==> src/hdl/queue_redirect_decider_top_defines.svh <==
// ---------------------------------------------------------------------------
// Queue redirect decider assertion macros
// Shared immediate-consequence and next-cycle property forms.
// ---------------------------------------------------------------------------
`ifndef QUEUE_REDIRECT_DECIDER_TOP_DEFINES_SVH
`define QUEUE_REDIRECT_DECIDER_TOP_DEFINES_SVH

// Consequence must hold in the same cycle as the antecedent.
`define QRD_ASSERT_NOW(lbl, clk, rst_n, ante, cons, msg) \
    lbl: assert property (@(posedge clk) disable iff (!rst_n) (ante) |-> (cons)) \
        else $error(msg);

// Consequence must hold in the cycle after the antecedent.
`define QRD_ASSERT_NXT(lbl, clk, rst_n, ante, cons, msg) \
    lbl: assert property (@(posedge clk) disable iff (!rst_n) (ante) |=> (cons)) \
        else $error(msg);

`endif

==> src/hdl/qrd_pkg.sv <==
// ---------------------------------------------------------------------------
// Queue redirect decider package
// Register map, configuration record and divider control types.
// ---------------------------------------------------------------------------
package qrd_pkg;

    localparam int REG_W      = 16;
    localparam int CNT_W      = 17;
    localparam int APB_ADDR_W = 5;
    localparam int APB_DATA_W = 32;

    typedef enum logic [2:0] {
        REG_QUEUE_LIMIT      = 3'd0,
        REG_HOLD_STEPS       = 3'd1,
        REG_RAID_ACCESS_TIME = 3'd2,
        REG_RAID_WAIT        = 3'd3,
        REG_IC_WAIT          = 3'd4,
        REG_IC_CHECKUP_TIME  = 3'd5,
        REG_IC_THROUGHPUT    = 3'd6,
        REG_RAID_THROUGHPUT  = 3'd7
    } t_reg_idx;

    typedef struct packed {
        logic [REG_W-1:0] queue_limit;
        logic [REG_W-1:0] hold_steps;
        logic [REG_W-1:0] raid_access_time;
        logic [REG_W-1:0] raid_wait_per_entry;
        logic [REG_W-1:0] ic_wait_per_entry;
        logic [REG_W-1:0] ic_checkup_time;
        logic [REG_W-1:0] ic_throughput;
        logic [REG_W-1:0] raid_throughput;
    } t_cfg;

    // Divider launch: wide runs over the full threshold numerator,
    // otherwise over a depth-wide numerator only.
    typedef struct packed {
        logic start;
        logic wide;
    } t_div_cmd;

    typedef struct packed {
        logic busy;
        logic done;
    } t_div_sts;

endpackage

==> src/hdl/qrd_ifs.sv <==
// ---------------------------------------------------------------------------
// Queue redirect decider stream interfaces
// Sample request channel and decision result channel.
// ---------------------------------------------------------------------------
interface qrd_in_if #(parameter int DEPTH_WIDTH = 16);
    logic                   valid;
    logic                   ready;
    logic [DEPTH_WIDTH-1:0] ic_depth;
    logic [DEPTH_WIDTH-1:0] raid_depth;

    modport source (output valid, output ic_depth, output raid_depth, input ready);
    modport sink   (input valid, input ic_depth, input raid_depth, output ready);
endinterface

interface qrd_out_if;
    logic                      valid;
    logic                      ready;
    logic                      use_interconnect;
    logic [qrd_pkg::CNT_W-1:0] hold_left;

    modport source (output valid, output use_interconnect, output hold_left, input ready);
    modport sink   (input valid, input use_interconnect, input hold_left, output ready);
endinterface

==> src/hdl/qrd_cfg.sv <==
// ---------------------------------------------------------------------------
// Queue redirect decider register file
// APB-style write/read access to the eight 16-bit control registers.
// ---------------------------------------------------------------------------
module qrd_cfg (
    input  logic                           i_clk,
    input  logic                           i_rst_n,
    input  logic                           psel,
    input  logic                           penable,
    input  logic                           pwrite,
    input  logic [qrd_pkg::APB_ADDR_W-1:0] paddr,
    input  logic [qrd_pkg::APB_DATA_W-1:0] pwdata,
    output logic [qrd_pkg::APB_DATA_W-1:0] prdata,
    output logic                           pready,
    output qrd_pkg::t_cfg                  o_cfg
);

    qrd_pkg::t_cfg                r_cfg;
    qrd_pkg::t_reg_idx            idx;
    logic [qrd_pkg::REG_W-1:0]    wval;
    logic [qrd_pkg::REG_W-1:0]    rval;
    logic                         wr_en;

    assign idx    = qrd_pkg::t_reg_idx'(paddr[qrd_pkg::APB_ADDR_W-1:2]);
    assign wval   = pwdata[qrd_pkg::REG_W-1:0];
    assign wr_en  = psel && penable && pwrite;
    assign pready = 1'b1;
    assign o_cfg  = r_cfg;

    always_ff @(posedge i_clk) begin
        if (!i_rst_n) begin
            r_cfg                     <= '0;
            r_cfg.ic_wait_per_entry   <= qrd_pkg::REG_W'(1);
            r_cfg.ic_throughput       <= qrd_pkg::REG_W'(1);
            r_cfg.raid_throughput     <= qrd_pkg::REG_W'(1);
        end else if (wr_en) begin
            case (idx)
                qrd_pkg::REG_QUEUE_LIMIT:      r_cfg.queue_limit         <= wval;
                qrd_pkg::REG_HOLD_STEPS:       r_cfg.hold_steps          <= wval;
                qrd_pkg::REG_RAID_ACCESS_TIME: r_cfg.raid_access_time    <= wval;
                qrd_pkg::REG_RAID_WAIT:        r_cfg.raid_wait_per_entry <= wval;
                qrd_pkg::REG_IC_WAIT:          r_cfg.ic_wait_per_entry   <= wval;
                qrd_pkg::REG_IC_CHECKUP_TIME:  r_cfg.ic_checkup_time     <= wval;
                qrd_pkg::REG_IC_THROUGHPUT:    r_cfg.ic_throughput       <= wval;
                qrd_pkg::REG_RAID_THROUGHPUT:  r_cfg.raid_throughput     <= wval;
                default: ;
            endcase
        end
    end

    always_comb begin
        case (idx)
            qrd_pkg::REG_QUEUE_LIMIT:      rval = r_cfg.queue_limit;
            qrd_pkg::REG_HOLD_STEPS:       rval = r_cfg.hold_steps;
            qrd_pkg::REG_RAID_ACCESS_TIME: rval = r_cfg.raid_access_time;
            qrd_pkg::REG_RAID_WAIT:        rval = r_cfg.raid_wait_per_entry;
            qrd_pkg::REG_IC_WAIT:          rval = r_cfg.ic_wait_per_entry;
            qrd_pkg::REG_IC_CHECKUP_TIME:  rval = r_cfg.ic_checkup_time;
            qrd_pkg::REG_IC_THROUGHPUT:    rval = r_cfg.ic_throughput;
            qrd_pkg::REG_RAID_THROUGHPUT:  rval = r_cfg.raid_throughput;
            default:                       rval = '0;
        endcase
    end

    assign prdata = qrd_pkg::APB_DATA_W'(rval);

endmodule

==> src/hdl/qrd_div.sv <==
// ---------------------------------------------------------------------------
// Queue redirect decider shared divider
// Restoring division, one quotient bit per cycle, 16-bit divisor.
// ---------------------------------------------------------------------------
`include "queue_redirect_decider_top_defines.svh"

module qrd_div #(
    parameter int DEPTH_WIDTH = 16
) (
    input  logic                                 i_clk,
    input  logic                                 i_rst_n,
    input  qrd_pkg::t_div_cmd                    i_cmd,
    input  logic [DEPTH_WIDTH+qrd_pkg::REG_W:0]  i_num,
    input  logic [qrd_pkg::REG_W-1:0]            i_den,
    output qrd_pkg::t_div_sts                    o_sts,
    output logic [DEPTH_WIDTH+qrd_pkg::REG_W:0]  o_quo,
    output logic [qrd_pkg::REG_W-1:0]            o_rem
);

    localparam int NW = DEPTH_WIDTH + qrd_pkg::REG_W + 1;
    localparam int CW = $clog2(NW + 1);
    localparam int PW = NW - DEPTH_WIDTH;

    logic                      r_busy;
    logic                      r_done;
    logic [CW-1:0]             r_cnt;
    logic [NW-1:0]             r_num;
    logic [NW-1:0]             r_quo;
    logic [qrd_pkg::REG_W-1:0] r_rem;
    logic [qrd_pkg::REG_W-1:0] r_den;

    logic [qrd_pkg::REG_W:0]   rem_sh;
    logic [qrd_pkg::REG_W:0]   rem_sub;
    logic                      ge;

    assign rem_sh  = {r_rem, r_num[NW-1]};
    assign ge      = rem_sh >= {1'b0, r_den};
    assign rem_sub = rem_sh - {1'b0, r_den};

    always_ff @(posedge i_clk) begin
        if (!i_rst_n) begin
            r_busy <= 1'b0;
            r_done <= 1'b0;
            r_cnt  <= '0;
        end else begin
            r_done <= 1'b0;
            if (i_cmd.start) begin
                r_busy <= 1'b1;
                r_cnt  <= i_cmd.wide ? CW'(NW) : CW'(DEPTH_WIDTH);
            end else if (r_busy) begin
                r_cnt <= r_cnt - CW'(1);
                if (r_cnt == CW'(1)) begin
                    r_busy <= 1'b0;
                    r_done <= 1'b1;
                end
            end
        end
    end

    // A narrow run left-aligns the depth so its quotient lands in the low bits.
    always_ff @(posedge i_clk) begin
        if (i_cmd.start) begin
            r_num <= i_cmd.wide ? i_num : {i_num[DEPTH_WIDTH-1:0], {PW{1'b0}}};
            r_quo <= '0;
            r_rem <= '0;
            r_den <= i_den;
        end else if (r_busy) begin
            r_num <= {r_num[NW-2:0], 1'b0};
            r_quo <= {r_quo[NW-2:0], ge};
            r_rem <= ge ? rem_sub[qrd_pkg::REG_W-1:0] : rem_sh[qrd_pkg::REG_W-1:0];
        end
    end

    assign o_sts.busy = r_busy;
    assign o_sts.done = r_done;
    assign o_quo      = r_quo;
    assign o_rem      = r_rem;

    `QRD_ASSERT_NXT(a_start_busy, i_clk, i_rst_n, i_cmd.start, r_busy, "divider did not start")
    `QRD_ASSERT_NOW(a_done_idle, i_clk, i_rst_n, r_done, !r_busy, "divider done while busy")
    `QRD_ASSERT_NOW(a_busy_cnt, i_clk, i_rst_n, r_busy, r_cnt != '0, "divider busy with no steps")

endmodule

==> src/hdl/qrd_ctrl.sv <==
// ---------------------------------------------------------------------------
// Queue redirect decider sequencer
// Holds the hold counter and steps the adaptive computation on the divider.
// ---------------------------------------------------------------------------
`include "queue_redirect_decider_top_defines.svh"

module qrd_ctrl #(
    parameter int DEPTH_WIDTH = 16
) (
    input  logic                                 i_clk,
    input  logic                                 i_rst_n,
    input  qrd_pkg::t_cfg                        i_cfg,
    input  logic                                 i_req_valid,
    input  logic [DEPTH_WIDTH-1:0]               i_ic_depth,
    input  logic [DEPTH_WIDTH-1:0]               i_raid_depth,
    output logic                                 o_req_ready,
    output logic                                 o_rsp_valid,
    input  logic                                 i_rsp_ready,
    output logic                                 o_use_interconnect,
    output logic [qrd_pkg::CNT_W-1:0]            o_hold_left,
    output qrd_pkg::t_div_cmd                    o_div_cmd,
    output logic [DEPTH_WIDTH+qrd_pkg::REG_W:0]  o_div_num,
    output logic [qrd_pkg::REG_W-1:0]            o_div_den,
    input  qrd_pkg::t_div_sts                    i_div_sts,
    input  logic [DEPTH_WIDTH+qrd_pkg::REG_W:0]  i_div_quo,
    input  logic [qrd_pkg::REG_W-1:0]            i_div_rem
);

    localparam int NW = DEPTH_WIDTH + qrd_pkg::REG_W + 1;
    localparam int PW = DEPTH_WIDTH + qrd_pkg::REG_W;
    localparam int XW = (DEPTH_WIDTH > qrd_pkg::REG_W) ? DEPTH_WIDTH : qrd_pkg::REG_W;
    localparam int SW = DEPTH_WIDTH + 1;

    typedef enum logic [2:0] {
        S_IDLE, S_MUL, S_T_GO, S_T_WAIT, S_IC_GO, S_IC_WAIT, S_RD_GO, S_OUT
    } t_state;

    t_state                    r_state, n_state;
    logic [DEPTH_WIDTH-1:0]    r_ic, n_ic;
    logic [DEPTH_WIDTH-1:0]    r_raid, n_raid;
    logic [NW-1:0]             r_total, n_total;
    logic [NW-1:0]             r_thr, n_thr;
    logic [SW-1:0]             r_steps_ic, n_steps_ic;
    logic [qrd_pkg::CNT_W-1:0] r_cnt, n_cnt;

    logic                      accept;
    logic [PW-1:0]             prod;
    logic [NW-1:0]             diff;
    logic [qrd_pkg::CNT_W-1:0] cnt_ld;
    logic [SW-1:0]             steps_div;
    logic                      den_zero;
    logic                      rd_wait;

    assign accept = i_req_valid && (r_state == S_IDLE);
    assign prod   = PW'(r_raid) * PW'(i_cfg.raid_wait_per_entry);
    assign diff   = (r_total > NW'(i_cfg.ic_checkup_time))
                  ? r_total - NW'(i_cfg.ic_checkup_time) : '0;

    // Fixed mode: an overfull sample reloads the counter before the countdown.
    assign cnt_ld = (XW'(i_ic_depth) > XW'(i_cfg.queue_limit))
                  ? {1'b0, i_cfg.hold_steps} + qrd_pkg::CNT_W'(1) : r_cnt;

    // Ceiling division; a zero throughput means the largest step count.
    assign den_zero  = (o_div_den == '0);
    assign steps_div = den_zero ? '1
                     : SW'(i_div_quo[DEPTH_WIDTH-1:0]) + SW'(i_div_rem != '0);

    // The array step count is finished in the state after its launch.
    assign rd_wait = (r_state == S_OUT) && !o_rsp_valid;

    always_comb begin
        o_div_cmd.start = 1'b0;
        o_div_cmd.wide  = 1'b0;
        o_div_num       = NW'(r_ic);
        o_div_den       = i_cfg.ic_throughput;
        case (r_state)
            S_T_GO: begin
                o_div_cmd.start = 1'b1;
                o_div_cmd.wide  = 1'b1;
                o_div_num       = diff;
                o_div_den       = i_cfg.ic_wait_per_entry;
            end
            S_T_WAIT: begin
                o_div_num = diff;
                o_div_den = i_cfg.ic_wait_per_entry;
            end
            S_IC_GO: begin
                o_div_cmd.start = 1'b1;
            end
            S_RD_GO: begin
                o_div_cmd.start = 1'b1;
                o_div_num       = NW'(r_raid);
                o_div_den       = i_cfg.raid_throughput;
            end
            S_OUT: begin
                o_div_num = NW'(r_raid);
                o_div_den = i_cfg.raid_throughput;
            end
            default: ;
        endcase
    end

    logic r_rsp_valid, n_rsp_valid;

    always_comb begin
        n_state     = r_state;
        n_ic        = r_ic;
        n_raid      = r_raid;
        n_total     = r_total;
        n_thr       = r_thr;
        n_steps_ic  = r_steps_ic;
        n_cnt       = r_cnt;
        n_rsp_valid = r_rsp_valid;
        case (r_state)
            S_IDLE: begin
                if (accept) begin
                    n_ic   = i_ic_depth;
                    n_raid = i_raid_depth;
                    if (i_cfg.queue_limit != '0) begin
                        n_cnt       = (cnt_ld != '0) ? cnt_ld - qrd_pkg::CNT_W'(1) : '0;
                        n_rsp_valid = 1'b1;
                        n_state     = S_OUT;
                    end else begin
                        n_state = S_MUL;
                    end
                end
            end
            S_MUL: begin
                n_total = NW'(prod) + NW'(i_cfg.raid_access_time);
                n_state = S_T_GO;
            end
            S_T_GO:  n_state = S_T_WAIT;
            S_T_WAIT: begin
                if (i_div_sts.done) begin
                    n_thr   = i_div_quo;
                    n_state = S_IC_GO;
                end
            end
            S_IC_GO: n_state = S_IC_WAIT;
            S_IC_WAIT: begin
                if (i_div_sts.done) begin
                    n_steps_ic = steps_div;
                    n_state    = S_RD_GO;
                end
            end
            S_RD_GO: n_state = S_OUT;
            S_OUT: begin
                if (!r_rsp_valid) begin
                    if (i_div_sts.done) begin
                        n_cnt = ((NW'(r_ic) > r_thr) || (r_steps_ic > steps_div))
                              ? qrd_pkg::CNT_W'(1) : '0;
                        n_rsp_valid = 1'b1;
                    end
                end else if (i_rsp_ready) begin
                    n_rsp_valid = 1'b0;
                    n_state     = S_IDLE;
                end
            end
            default: n_state = S_IDLE;
        endcase
    end

    always_ff @(posedge i_clk) begin
        if (!i_rst_n) begin
            r_state     <= S_IDLE;
            r_cnt       <= '0;
            r_rsp_valid <= 1'b0;
        end else begin
            r_state     <= n_state;
            r_cnt       <= n_cnt;
            r_rsp_valid <= n_rsp_valid;
            r_ic        <= n_ic;
            r_raid      <= n_raid;
            r_total     <= n_total;
            r_thr       <= n_thr;
            r_steps_ic  <= n_steps_ic;
        end
    end

    assign o_req_ready        = (r_state == S_IDLE);
    assign o_rsp_valid        = r_rsp_valid;
    assign o_use_interconnect = (r_cnt == '0);
    assign o_hold_left        = r_cnt;

    `QRD_ASSERT_NOW(a_start_free, i_clk, i_rst_n, o_div_cmd.start, !i_div_sts.busy, "divider launched while busy")
    `QRD_ASSERT_NOW(a_done_wait, i_clk, i_rst_n, i_div_sts.done, (r_state == S_T_WAIT) || (r_state == S_IC_WAIT) || rd_wait, "unexpected divider result")
    `QRD_ASSERT_NXT(a_fixed_fast, i_clk, i_rst_n, accept && (i_cfg.queue_limit != '0), o_rsp_valid, "fixed mode result late")
    `QRD_ASSERT_NOW(a_adapt_bin, i_clk, i_rst_n, o_rsp_valid && (i_cfg.queue_limit == '0), o_hold_left[qrd_pkg::CNT_W-1:1] == '0, "adaptive counter above one")

endmodule

==> src/hdl/queue_redirect_decider_top.sv <==
// Fixed mode (queue_limit nonzero) gives the result in the cycle after the request.
// Adaptive mode runs a multiply step, then three divisions in turn on the shared
// one-bit-per-cycle divider.
// Throughput: one request at a time; the next is taken the cycle after the result leaves.
// Reset: i_rst_n synchronous, active low; clears the hold counter and control state
// and loads the register reset values (divisor registers to 1, all others to 0).
// ---------------------------------------------------------------------------
// Queue redirect decider top level
// Routes requests via the interconnect or straight to the storage array.
// ---------------------------------------------------------------------------
module queue_redirect_decider_top #(
    parameter int DEPTH_WIDTH = 16
) (
    input  logic                           i_clk,
    input  logic                           i_rst_n,
    qrd_in_if.sink                         i_req,
    qrd_out_if.source                      o_rsp,
    input  logic                           psel,
    input  logic                           penable,
    input  logic                           pwrite,
    input  logic [qrd_pkg::APB_ADDR_W-1:0] paddr,
    input  logic [qrd_pkg::APB_DATA_W-1:0] pwdata,
    output logic [qrd_pkg::APB_DATA_W-1:0] prdata,
    output logic                           pready
);

    localparam int NW = DEPTH_WIDTH + qrd_pkg::REG_W + 1;

    qrd_pkg::t_cfg             cfg;
    qrd_pkg::t_div_cmd         div_cmd;
    qrd_pkg::t_div_sts         div_sts;
    logic [NW-1:0]             div_num;
    logic [NW-1:0]             div_quo;
    logic [qrd_pkg::REG_W-1:0] div_den;
    logic [qrd_pkg::REG_W-1:0] div_rem;

    qrd_cfg u_cfg (
        .i_clk   (i_clk),
        .i_rst_n (i_rst_n),
        .psel    (psel),
        .penable (penable),
        .pwrite  (pwrite),
        .paddr   (paddr),
        .pwdata  (pwdata),
        .prdata  (prdata),
        .pready  (pready),
        .o_cfg   (cfg)
    );

    qrd_div #(.DEPTH_WIDTH(DEPTH_WIDTH)) u_div (
        .i_clk   (i_clk),
        .i_rst_n (i_rst_n),
        .i_cmd   (div_cmd),
        .i_num   (div_num),
        .i_den   (div_den),
        .o_sts   (div_sts),
        .o_quo   (div_quo),
        .o_rem   (div_rem)
    );

    qrd_ctrl #(.DEPTH_WIDTH(DEPTH_WIDTH)) u_ctrl (
        .i_clk              (i_clk),
        .i_rst_n            (i_rst_n),
        .i_cfg              (cfg),
        .i_req_valid        (i_req.valid),
        .i_ic_depth         (i_req.ic_depth),
        .i_raid_depth       (i_req.raid_depth),
        .o_req_ready        (i_req.ready),
        .o_rsp_valid        (o_rsp.valid),
        .i_rsp_ready        (o_rsp.ready),
        .o_use_interconnect (o_rsp.use_interconnect),
        .o_hold_left        (o_rsp.hold_left),
        .o_div_cmd          (div_cmd),
        .o_div_num          (div_num),
        .o_div_den          (div_den),
        .i_div_sts          (div_sts),
        .i_div_quo          (div_quo),
        .i_div_rem          (div_rem)
    );

endmodule
==> src/flat_wrapper.sv <==
// flat-port wrapper written by rule: the top's interface ports become plain ports
module queue_redirect_decider_top_flat 
#(
    parameter int DEPTH_WIDTH = 16
)
  (i_clk, i_rst_n, psel, penable, pwrite, paddr, pwdata, prdata, pready, i_req_valid, i_req_ic_depth, i_req_raid_depth, i_req_ready, o_rsp_valid, o_rsp_use_interconnect, o_rsp_hold_left, o_rsp_ready);
  qrd_in_if #(.DEPTH_WIDTH(DEPTH_WIDTH)) i_req_i ();
  qrd_out_if o_rsp_i ();
  input  logic i_clk;
  input  logic i_rst_n;
  input  logic psel;
  input  logic penable;
  input  logic pwrite;
  input  logic [qrd_pkg::APB_ADDR_W-1:0] paddr;
  input  logic [qrd_pkg::APB_DATA_W-1:0] pwdata;
  output logic [qrd_pkg::APB_DATA_W-1:0] prdata;
  output logic pready;
  input wire logic [$bits(i_req_i.valid)-1:0] i_req_valid;
  input wire logic [$bits(i_req_i.ic_depth)-1:0] i_req_ic_depth;
  input wire logic [$bits(i_req_i.raid_depth)-1:0] i_req_raid_depth;
  output wire logic [$bits(i_req_i.ready)-1:0] i_req_ready;
  output wire logic [$bits(o_rsp_i.valid)-1:0] o_rsp_valid;
  output wire logic [$bits(o_rsp_i.use_interconnect)-1:0] o_rsp_use_interconnect;
  output wire logic [$bits(o_rsp_i.hold_left)-1:0] o_rsp_hold_left;
  input wire logic [$bits(o_rsp_i.ready)-1:0] o_rsp_ready;
  assign i_req_i.valid = i_req_valid;
  assign i_req_i.ic_depth = i_req_ic_depth;
  assign i_req_i.raid_depth = i_req_raid_depth;
  assign i_req_ready = i_req_i.ready;
  assign o_rsp_valid = o_rsp_i.valid;
  assign o_rsp_use_interconnect = o_rsp_i.use_interconnect;
  assign o_rsp_hold_left = o_rsp_i.hold_left;
  assign o_rsp_i.ready = o_rsp_ready;
  queue_redirect_decider_top #(.DEPTH_WIDTH(DEPTH_WIDTH)) u_core (.i_clk(i_clk), .i_rst_n(i_rst_n), .i_req(i_req_i), .o_rsp(o_rsp_i), .psel(psel), .penable(penable), .pwrite(pwrite), .paddr(paddr), .pwdata(pwdata), .prdata(prdata), .pready(pready));
endmodule
==> config.mk <==
export PLATFORM = sky130hd
export DESIGN_NAME = queue_redirect_decider_top_flat
export DESIGN_NICKNAME = d
export VERILOG_FILES = /design/src/hdl/qrd_pkg.sv /design/src/hdl/qrd_ifs.sv /design/src/hdl/qrd_cfg.sv /design/src/hdl/qrd_div.sv /design/src/hdl/qrd_ctrl.sv /design/src/hdl/queue_redirect_decider_top.sv /design/src/flat_wrapper.sv
export VERILOG_INCLUDE_DIRS = /design/src /design/src/hdl
export SDC_FILE = /design/constraint.sdc
export NUM_CORES = 1
export LEC_CHECK = 0
export CAP_MARGIN = 20
export CORE_AREA = 2 2 292 294
export DETAILED_ROUTE_END_ITERATION = 12
export DIE_AREA = 0 0 294 296
export DONT_BUFFER_PORTS = 1
export PLACE_DENSITY = 0.52
export SLEW_MARGIN = 10
export SYNTH_ARGS = -nofsm -noshare
export SYNTH_HDL_FRONTEND = slang
export SYNTH_SLANG_ARGS = --single-unit
export TNS_END_PERCENT = 5
==> constraint.sdc <==
create_clock -name i_clk -period 9.4 [get_ports i_clk]
set_input_delay 0.47 -clock i_clk [delete_from_list [all_inputs] [get_ports i_clk]]
set_output_delay 0.47 -clock i_clk [all_outputs]
set_load 0.02 [all_outputs]
[Word level (Yosys, flattened, before mapping)]
Index checks and enable logic that the tools add are counted.
Word-level totals
  register bits after elaboration: 370
  logic and storage cells: 132
  bits of input ports: 76
Cells by class
  equal/unequal tests: 23
  reductions and logical operators: 32
  $lt $le $gt $ge: 5
  bitwise logic cells: 2
  $mul: 1
  multiplexer cells: 39
  add/subtract/negate cells: 7
Operators by type and width (number)
  $mux W33: 4
  $pmux W16 S8: 1
  $mux W17: 7
  $pmux W33 S2: 1
  $pmux W17 S2: 1
  $add A32 B16 Y33: 1
  $gt A16 B33 Y1: 1
  $gt A33 B16 Y1: 1
  $sub A33 B16 Y33: 1
  $mul A16 B16 Y32: 1
  $pmux W16 S2: 1
  $reduce_bool A16 Y1: 2
  $eq A3 B3 Y1 const B: 8
  $pmux W3 S8: 1
  $mux W3: 6
  $mux W6: 3
  $reduce_and A2 Y1: 9
  $add A16 B1 Y17: 1
  $add A16 B1 Y17 const B: 1
  $ge A17 B16 Y1: 1
  $gt A17 B17 Y1: 1
  $logic_not A17 Y1: 1
  $reduce_bool A17 Y1: 1
  $sub A17 B1 Y17 const B: 1
  21 further kinds: 53

[Longest topological paths before layout]
Gate-level depths: netlist of the first run.
  depth in word-level cells: 11
  depth in mapped cells: 24
  mapped depth without buffers: 23

[By module]
From an unflattened synthesis of the first run, not the netlist that was laid out.
Unflattened totals
  cells, all modules: 3275
  area, all modules: 29469.5 sq um
Modules (own cells, without submodules)
  qrd_ctrl: cells an instance 2011, times used 1, area an instance 18171.2 sq um, seq. area each 3873.7 sq um
  qrd_cfg: cells an instance 775, times used 1, area an instance 6129.6 sq um, seq. area each 2562.5 sq um
  qrd_div: cells an instance 489, times used 1, area an instance 5168.7 sq um, seq. area each 2612.5 sq um

[Least setup slack after synthesis of the first run]
Ideal clock, no wire load.
  kind: register to register
  start point: reg u_core.u_cfg.r_cfg (netlist bit u_core.u_cfg.o_cfg[66])
  end point: reg u_core.u_ctrl.r_total[32], data pin
  cell stages (with the launch flop): 23
  arrival time: 5.983 ns
  buffers on the path: 2
  data required time: 9.136 ns
  setup time: 0.264 ns
  clock period less this slack: 6.247 ns
  path slack: 3.153 ns
  cell sequence: dfxtp_1 -> clkbuf_1 -> clkbuf_1 -> nand2_1 -> fa_1 -> fa_1 -> fa_1 -> fa_1 -> inv_1 -> fa_1 -> inv_1 -> fa_1 -> inv_1 -> ha_1 -> and3_1 -> and3_1 -> a41oi_1 -> nand4_1 -> a21oi_1 -> o31ai_1 -> a41o_1 -> a221oi_1 -> xnor2_1
On the way
  longest elaborated chain between the ends: 2
RTL lines
  start, declared: RTL line qrd_cfg.sv:18  | qrd_pkg::t_cfg r_cfg;
  $mul A16 B16 Y32: RTL line qrd_ctrl.sv:55  | assign prod = PW'(r_raid) * PW'(i_cfg.raid_wait_per_entry);
  $add A32 B16 Y33: RTL line qrd_ctrl.sv:129  | n_total = NW'(prod) + NW'(i_cfg.raid_access_time);
  end signal, assigned: RTL line qrd_ctrl.sv:174  | r_total <= n_total;
  end, declared: RTL line qrd_ctrl.sv:41  | logic [NW-1:0] r_total, n_total;
No other way between the ends.
A chain may end at the register's enable or synchronous reset.

[Worst setup path after layout of the first run]
  start point: reg u_core.u_cfg.r_cfg (netlist bit u_core.u_cfg.o_cfg[72])
  end point: reg u_core.u_ctrl.r_total[31], data pin
Same word-level chain as after synthesis.

==> reports/metrics.csv, run 1 <==
metric,value,unit
core,84200,sq um
worstRegToRegCells,21,
start_kind,flip-flop,
cpMostUsedCell,fa_1,
power.leakage,13.4,nW
synth_top_area_share,16.9,%
ys_seq_elements,370,
grt_max_degree,142,
tritoncts,done,
ys_top_cells_by_count,"nand2_1 (534), inv_1 (422), fa_1 (213), dfxtp_1 (206), ha_1 (198)",
fin_area,32200,sq um
dp_hpwl,61400,um
clk_pin_slew_worst_paths,0.06,ns
htreeDepth,2,
crit_path_end_kind,flip-flop,
outcome,"complete, no violations",
cp.required,9.76,ns
finalClockSkew,0.0466,ns
ys_warn_count,0,
cts-buffers-inserted,44,
ios,129,
max_freq,142,MHz
fp.dieW,294,um
syn2layout_area_growth,10.5,%
syn_area_per_cell,8.94,sq um
start_util,34.6,%
ys.flop_type,dfxtp_1,
dp_slack,2.29,ns
num-nets-final,3705,
slowest_delay,0.94,ns
routed_via_density,5.11,
yosysSeqAreaShare,31.1,%
syn-cell-area,29100,sq um
period_needed,7.03,ns
antenna_found_initial,5,
maxCapViolCount,0,
yosys.cell_count.top_type,nand2_1,
drive_gt1_share,4.92,%
worstSetupPathType,flip-flop to flip-flop,
grt_pass1_wl,132000,um
min_path_type,input port to flip-flop,
setup_ws,2.37,ns
wl_per_cell,19.8,um
synth_largest_area_cell,edfxtp_1,
fp-row-count,107,
synth_edf_count,164,
relSlewSlack,19.4,%
die-area,87000,sq um
period_share,74.8,%
dpl-instance-area,30000,sq um
dr.pass1.iters,5,
finalSetupViolations,0,
gp_congestion,0.849,
insertion_delay,0.61,ns
port-buffer-count,0,
synth_cell_types,84,
cts_root_buf,clkbuf_16,
grt_pass1_vias,21700,
finalSetupTns,0,ns
cp_max_fo,18,
drcViolationCount,0,
async_flop_share,0,%
fp.dieH,296,um
worstPathCellList,nand2_1 -> fa_1 -> inv_1 -> fa_1 -> inv_1 -> fa_1 -> inv_1 -> fa_1 -> fa_1 -> inv_1 -> fa_1 -> inv_1 -> ha_1 -> nand4_1 -> nor2_1 -> a21boi_0 -> o21ai_0 -> a21boi_0 -> a21oi_1 -> or2_2 -> o311ai_0,
p_per_area,161,nW/um^2
max-vdd-ir-drop,0.121,mV
rsz0062_at_grt,false,
cp_slowest_cell,dfxtp_1,
vias,22200,
hold_violations,0,
initialDrtViolationCount,1773,
hold_depth,2,
grt_usage,19.6,%
netlist_instances,3256,
cts_buffer_depth,3,
synth_area_leaders,"edfxtp_1 (17%), fa_1 (15%), dfxtp_1 (14%)",
drv_slew,0,
drt_wl_total,85800,um
cts_setup_buffers,0,
worstMarginPinSlew,1.21,ns
grt-ovfl-total,0,
crit_arrival,7.39,ns
clock_sinks,370,
antenna_left,0,
## cell families after synthesis
| family | share of synthesized area [%] |
|---|---|
| and+or+nand+nor | 17.2 |
| muxes | 4.06 |
| buffers and inverters | 8.33 |
| DFF | 31.1 |
| xor gates and xnor gates | 3.13 |
| AOI/OAI and AO/OA | 13.0 |
| other | 0.0258 |
| adders and majority gates | 23.2 |
## layer usage
layer | vias up | wire length, um | track usage [%]
met5 | - | 9 | 0
met4 | 2 | 2500 | 6.22
met3 | 112 | 4190 | 2.50
met2 | 536 | 40200 | 32.4
met1 | 10800 | 38900 | 26.7
li1 | 10700 | - | -
## critical path: cells and delay by family (launching register included)
kind	cells	cell delay, ns
simple gates	4	0.75
flops	1	0.94
buf+inv	5	0.24
fa+ha+maj	7	3.35
compound gates	5	1.47
## cell usage in the layout (no fill, tap or decap), types with 12 or more instances in the layout
cell type / n
dfxtp_1: 203
nand2_1: 534
nor3_1: 39
nand2b_1: 20
a211oi_1: 15
nor2b_1: 27
o21bai_1: 13
a21o_1: 34
conb_1: 17
a21oi_1: 127
xnor2_1: 65
inv_1: 422
fa_1: 213
a31oi_1: 26
edfxtp_1: 164
buf_4: 37
a221oi_1: 14
clkbuf_16: 46
xor2_1: 39
nand4_1: 28
nand3_1: 48
or3_1: 15
ha_1: 198
and3_1: 16
nor2_1: 181
o21ai_0: 79
clkbuf_1: 12
a21boi_0: 133
nor4_1: 21
dlygate4sd3_1: 52
mux2i_1: 95
and2_1: 120
## sequential cells by signal (all words and copies together), names as in the netlist, 3 cells and up
register / cells
u_core.u_ctrl.r_total: 33
u_core.u_ctrl.o_hold_left: 17
u_core.u_ctrl.r_state: 3
u_core.u_ctrl.r_thr: 33
u_core.u_div.r_cnt: 6
u_core.u_cfg.o_cfg: 128
u_core.u_div.o_rem: 16
u_core.u_ctrl.r_raid: 16
u_core.u_div.r_num: 33
u_core.u_ctrl.r_steps_ic: 17
u_core.u_ctrl.r_ic: 16
u_core.u_div.o_quo: 33
u_core.u_div.r_den: 16
## power breakdown
group | leakage, nW | internal [mW] | switching (mW)
Combinational | 9.42 | 0.478 | 0.767
Clock | 0.765 | 1.15 | 0.728
Sequential | 3.22 | 1.90 | 0.142
## what timing repair did
item	in CTS	in global routing
hold buffers	52	0
hold endpoints to repair	125	0
gates resized for setup	0	0
## per-stage QoR
| stage | std cells | util (%) | hold slack (ns) | power [mW] |
|---|---|---|---|---|
| after floorplan | 3271 | - | 0.406 | 2.97 |
| after global placement | 4206 | 35.6 | 0.418 | 3.27 |
| after detailed placement | 4206 | 35.6 | 0.423 | 3.28 |
| after CTS | 4339 | 38.1 | 0.000588 | 5.20 |
| after global routing | 4343 | 38.2 | 0.0128 | 5.42 |
| final | 4344 | 38.2 | 0.0275 | 5.16 |
## layout make-up
class                           count  area, sq um
Antenna cell                        1         2.50
Clock buffer                       59         1200
Clock inverter                     22          365
Fill cell                        8495        52100
Inverter                          423         1590
Multi-Input combinational cell   2288        17700
Sequential cell                   370         9050
Tap cell                         1090         1360
Timing Repair Buffer               91          851
## path summary, 6_finish.rpt
path                     startpoint  slack, ns                   endpoint
max          u_core.u_cfg.o_cfg[72]       2.37  u_core.u_ctrl.r_total[31]
min                       pwdata[4]       0.03     u_core.u_cfg.o_cfg[68]
max reg2reg  u_core.u_cfg.o_cfg[72]       2.37  u_core.u_ctrl.r_total[31]
min reg2reg  u_core.u_div.o_quo[32]       0.44    u_core.u_ctrl.r_thr[32]
Note: power is estimated with default switching activity, not from simulation.
==> inputs of run 2 (changes only) <==
--- a/config.mk
+++ b/config.mk
@@ -11,7 +11,7 @@
 export DETAILED_ROUTE_END_ITERATION = 12
 export DIE_AREA = 0 0 294 296
 export DONT_BUFFER_PORTS = 1
-export PLACE_DENSITY = 0.52
+export PLACE_DENSITY = 0.53
 export SLEW_MARGIN = 10
 export SYNTH_ARGS = -nofsm -noshare
 export SYNTH_HDL_FRONTEND = slang
==> constraint.sdc (replaced) <==
create_clock -name i_clk -period 5.7 [get_ports i_clk]
set_input_delay 0.285 -clock i_clk [delete_from_list [all_inputs] [get_ports i_clk]]
set_output_delay 0.285 -clock i_clk [all_outputs]
set_load 0.02 [all_outputs]
==> reports/metrics.csv, run 2 (same netlist as run 1, synthesis figures left out) <==
metric,value,unit,change
outcome,finished with violations,,
violations,setup timing,,
dp.cells,4315,,+2.6%
vias,22400,,+0.77%
rsz0062_at_grt,true,,
finalSetupViolations,10,,+10
routed_via_density,5.02,,-1.8%
final_util,39.4,%,+1.2 points
ios,129,,unchanged
worst-r2r-setup-slack,-0.34,ns,-2.72 ns
final_cells,4459,,+2.6%
num-nets-final,3819,,+3.1%
fin_area,33200,sq um,+3.1%
drcViolationCount,0,,unchanged
cts_buffer_depth,3,,unchanged
initialDrtViolationCount,1527,,-14%
grt_usage,19.8,%,+0.21 points
slowest_delay,0.55,ns,-0.39 ns
cp.required,6.03,ns,-3.73 ns
cts-buffers-inserted,45,,+2.3%
dp_hpwl,66300,um,+8.0%
fp-row-count,107,,unchanged
worstSetupPathType,flip-flop to flip-flop,,
final_common_cell,nand2_1,,
drv_slew,0,,unchanged
power.leakage,14.0,nW,+4.2%
worstMarginPinSlew,1.10,ns,-0.113 ns
cp_max_fo,5,,-13
cpMostUsedCell,fa_1,,
fp.dieH,296,um,unchanged
wl_per_cell,19.6,um,-0.76%
tritoncts,done,,
relSlewSlack,26.7,%,+7.3 points
grt_pass1_wl,132000,um,unchanged
dr.pass1.iters,6,,+1
clock_sinks,370,,unchanged
largest_reg_flops,128,,unchanged
cp_slowest_cell,fa_1,,
fp.dieW,294,um,unchanged
htreeDepth,2,,unchanged
max_freq,165,MHz,+16%
crit_arrival,6.38,ns,-1.01 ns
syn2layout_area_growth,13.9,%,
grt-ovfl-total,0,,unchanged
start_kind,flip-flop,,
drive_gt1_share,9.27,%,+4.3 points
antenna_left,0,,unchanged
drt_wl_total,87400,um,+1.9%
p_per_area,253,nW/um^2,+57%
die-area,87000,sq um,unchanged
maxCapViolCount,0,,unchanged
gp_congestion,0.845,,-0.47%
dpl-instance-area,31000,sq um,+3.3%
min_path_type,input port to flip-flop,,
hold_violations,0,,unchanged
start_util,34.6,%,unchanged
grt_max_degree,145,,+2.1%
max-vdd-ir-drop,0.227,mV,+88%
antenna_found_initial,5,,unchanged
clk_pin_slew_worst_paths,0.06,ns,about the same
setup_ws,-0.344,ns,-2.72 ns
period_share,106,%,+31 points
final_cell_mix,"nand2_1 (534), inv_1 (418), fa_1 (211), dfxtp_1 (201), ha_1 (196)",,
crit_path_end_kind,flip-flop,,
core,84200,sq um,unchanged
dp_slack,-0.447,ns,-2.74 ns
period_needed,6.04,ns,-0.984 ns
port-buffer-count,0,,unchanged
insertion_delay,0.61,ns,about the same
finalClockSkew,0.0367,ns,-0.00988 ns
grt_pass1_vias,21700,,-0.014%
worstPathCellList,and2_1 -> fa_1 -> inv_1 -> fa_1 -> fa_1 -> fa_1 -> inv_1 -> fa_1 -> inv_2 -> fa_1 -> inv_2 -> ha_4 -> and3_4 -> and3_1 -> a41oi_2 -> nand4_1 -> a21oi_2 -> o31ai_4 -> a41o_1 -> a221oi_2 -> xnor2_1,,
cts_root_buf,clkbuf_16,,
run 2: cell types whose count changed in the layout (fill, tap and decap cells not counted), sizes merged:
cell and change:
bufinv -7, clkinvlp +4, clkbuf +3, dlygate4sd3 -2, diode +1, buf +116
run 2: per-layer routing:
layer	part of all wire (%)	GRT usage [%]	vias up
li1	-	-	10900
met1	46	27.3	10700
met2	44	30.7	543
met3	6.2	4.21	139
met4	3.8	7.21	2
met5	0.013	0	-
run 2: cell type report:
class / count / area (sq um)
Clock buffer: 63 / 1250
Timing Repair Buffer: 204 / 1810
Sequential cell: 370 / 9050
Tap cell: 1090 / 1360
Antenna cell: 2 / 5.00
Inverter: 423 / 1590
Multi-Input combinational cell: 2288 / 17900
Clock inverter: 19 / 191
Fill cell: 8412 / 51100
run 2: metrics by stage:
stage / hold WS, ns / TNS [ns] / power (mW)
after floorplan: 0.384 / -0.164 / 4.90
after global placement: 0.373 / -2.45 / 5.46
after detailed placement: 0.375 / -3.37 / 5.46
after CTS: 0.0542 / -2.57 / 8.44
after global routing: 0.0659 / -4.86 / 8.82
final: 0.0687 / -1.51 / 8.38
run 2: critical path, delay by kind of cell, from the launching register on:
kind	cells	cell delay, ns
AOI/OAI and AO/OA	5	1.04
xor gates and xnor gates	1	0.09
adders and majority gates	7	3.17
buffers and inverters	4	0.19
DFF	1	0.52
and+or+nand+nor	4	0.76
run 2: final timing paths:
path                                start                             to  depth (start not counted)
setup / recovery  u_core.u_ctrl.r_raid[5]      u_core.u_ctrl.r_total[32]                         21
hold / removal                    i_rst_n  u_core.u_ctrl.o_hold_left[16]                          2
setup reg to reg  u_core.u_ctrl.r_raid[5]      u_core.u_ctrl.r_total[32]                         21
hold reg to reg    u_core.u_div.o_quo[32]        u_core.u_ctrl.r_thr[32]                          0
run 2: report_power, final:
group	internal [mW]	switching (mW)	total (mW)	leakage (nW)
sequential	3.13	0.259	3.39	3.21
combinational	0.825	1.28	2.11	10.1
clock	1.64	1.24	2.89	0.701
total	5.60	2.78	8.38	14.0
run 2: timing repair:
action	CTS	global route
resized for setup	7	35
hold endpoints to repair	179	0
pin swaps	2	12
hold buffers	51	0
setup buffers	4	4
endpoints found under the setup margin	17	18
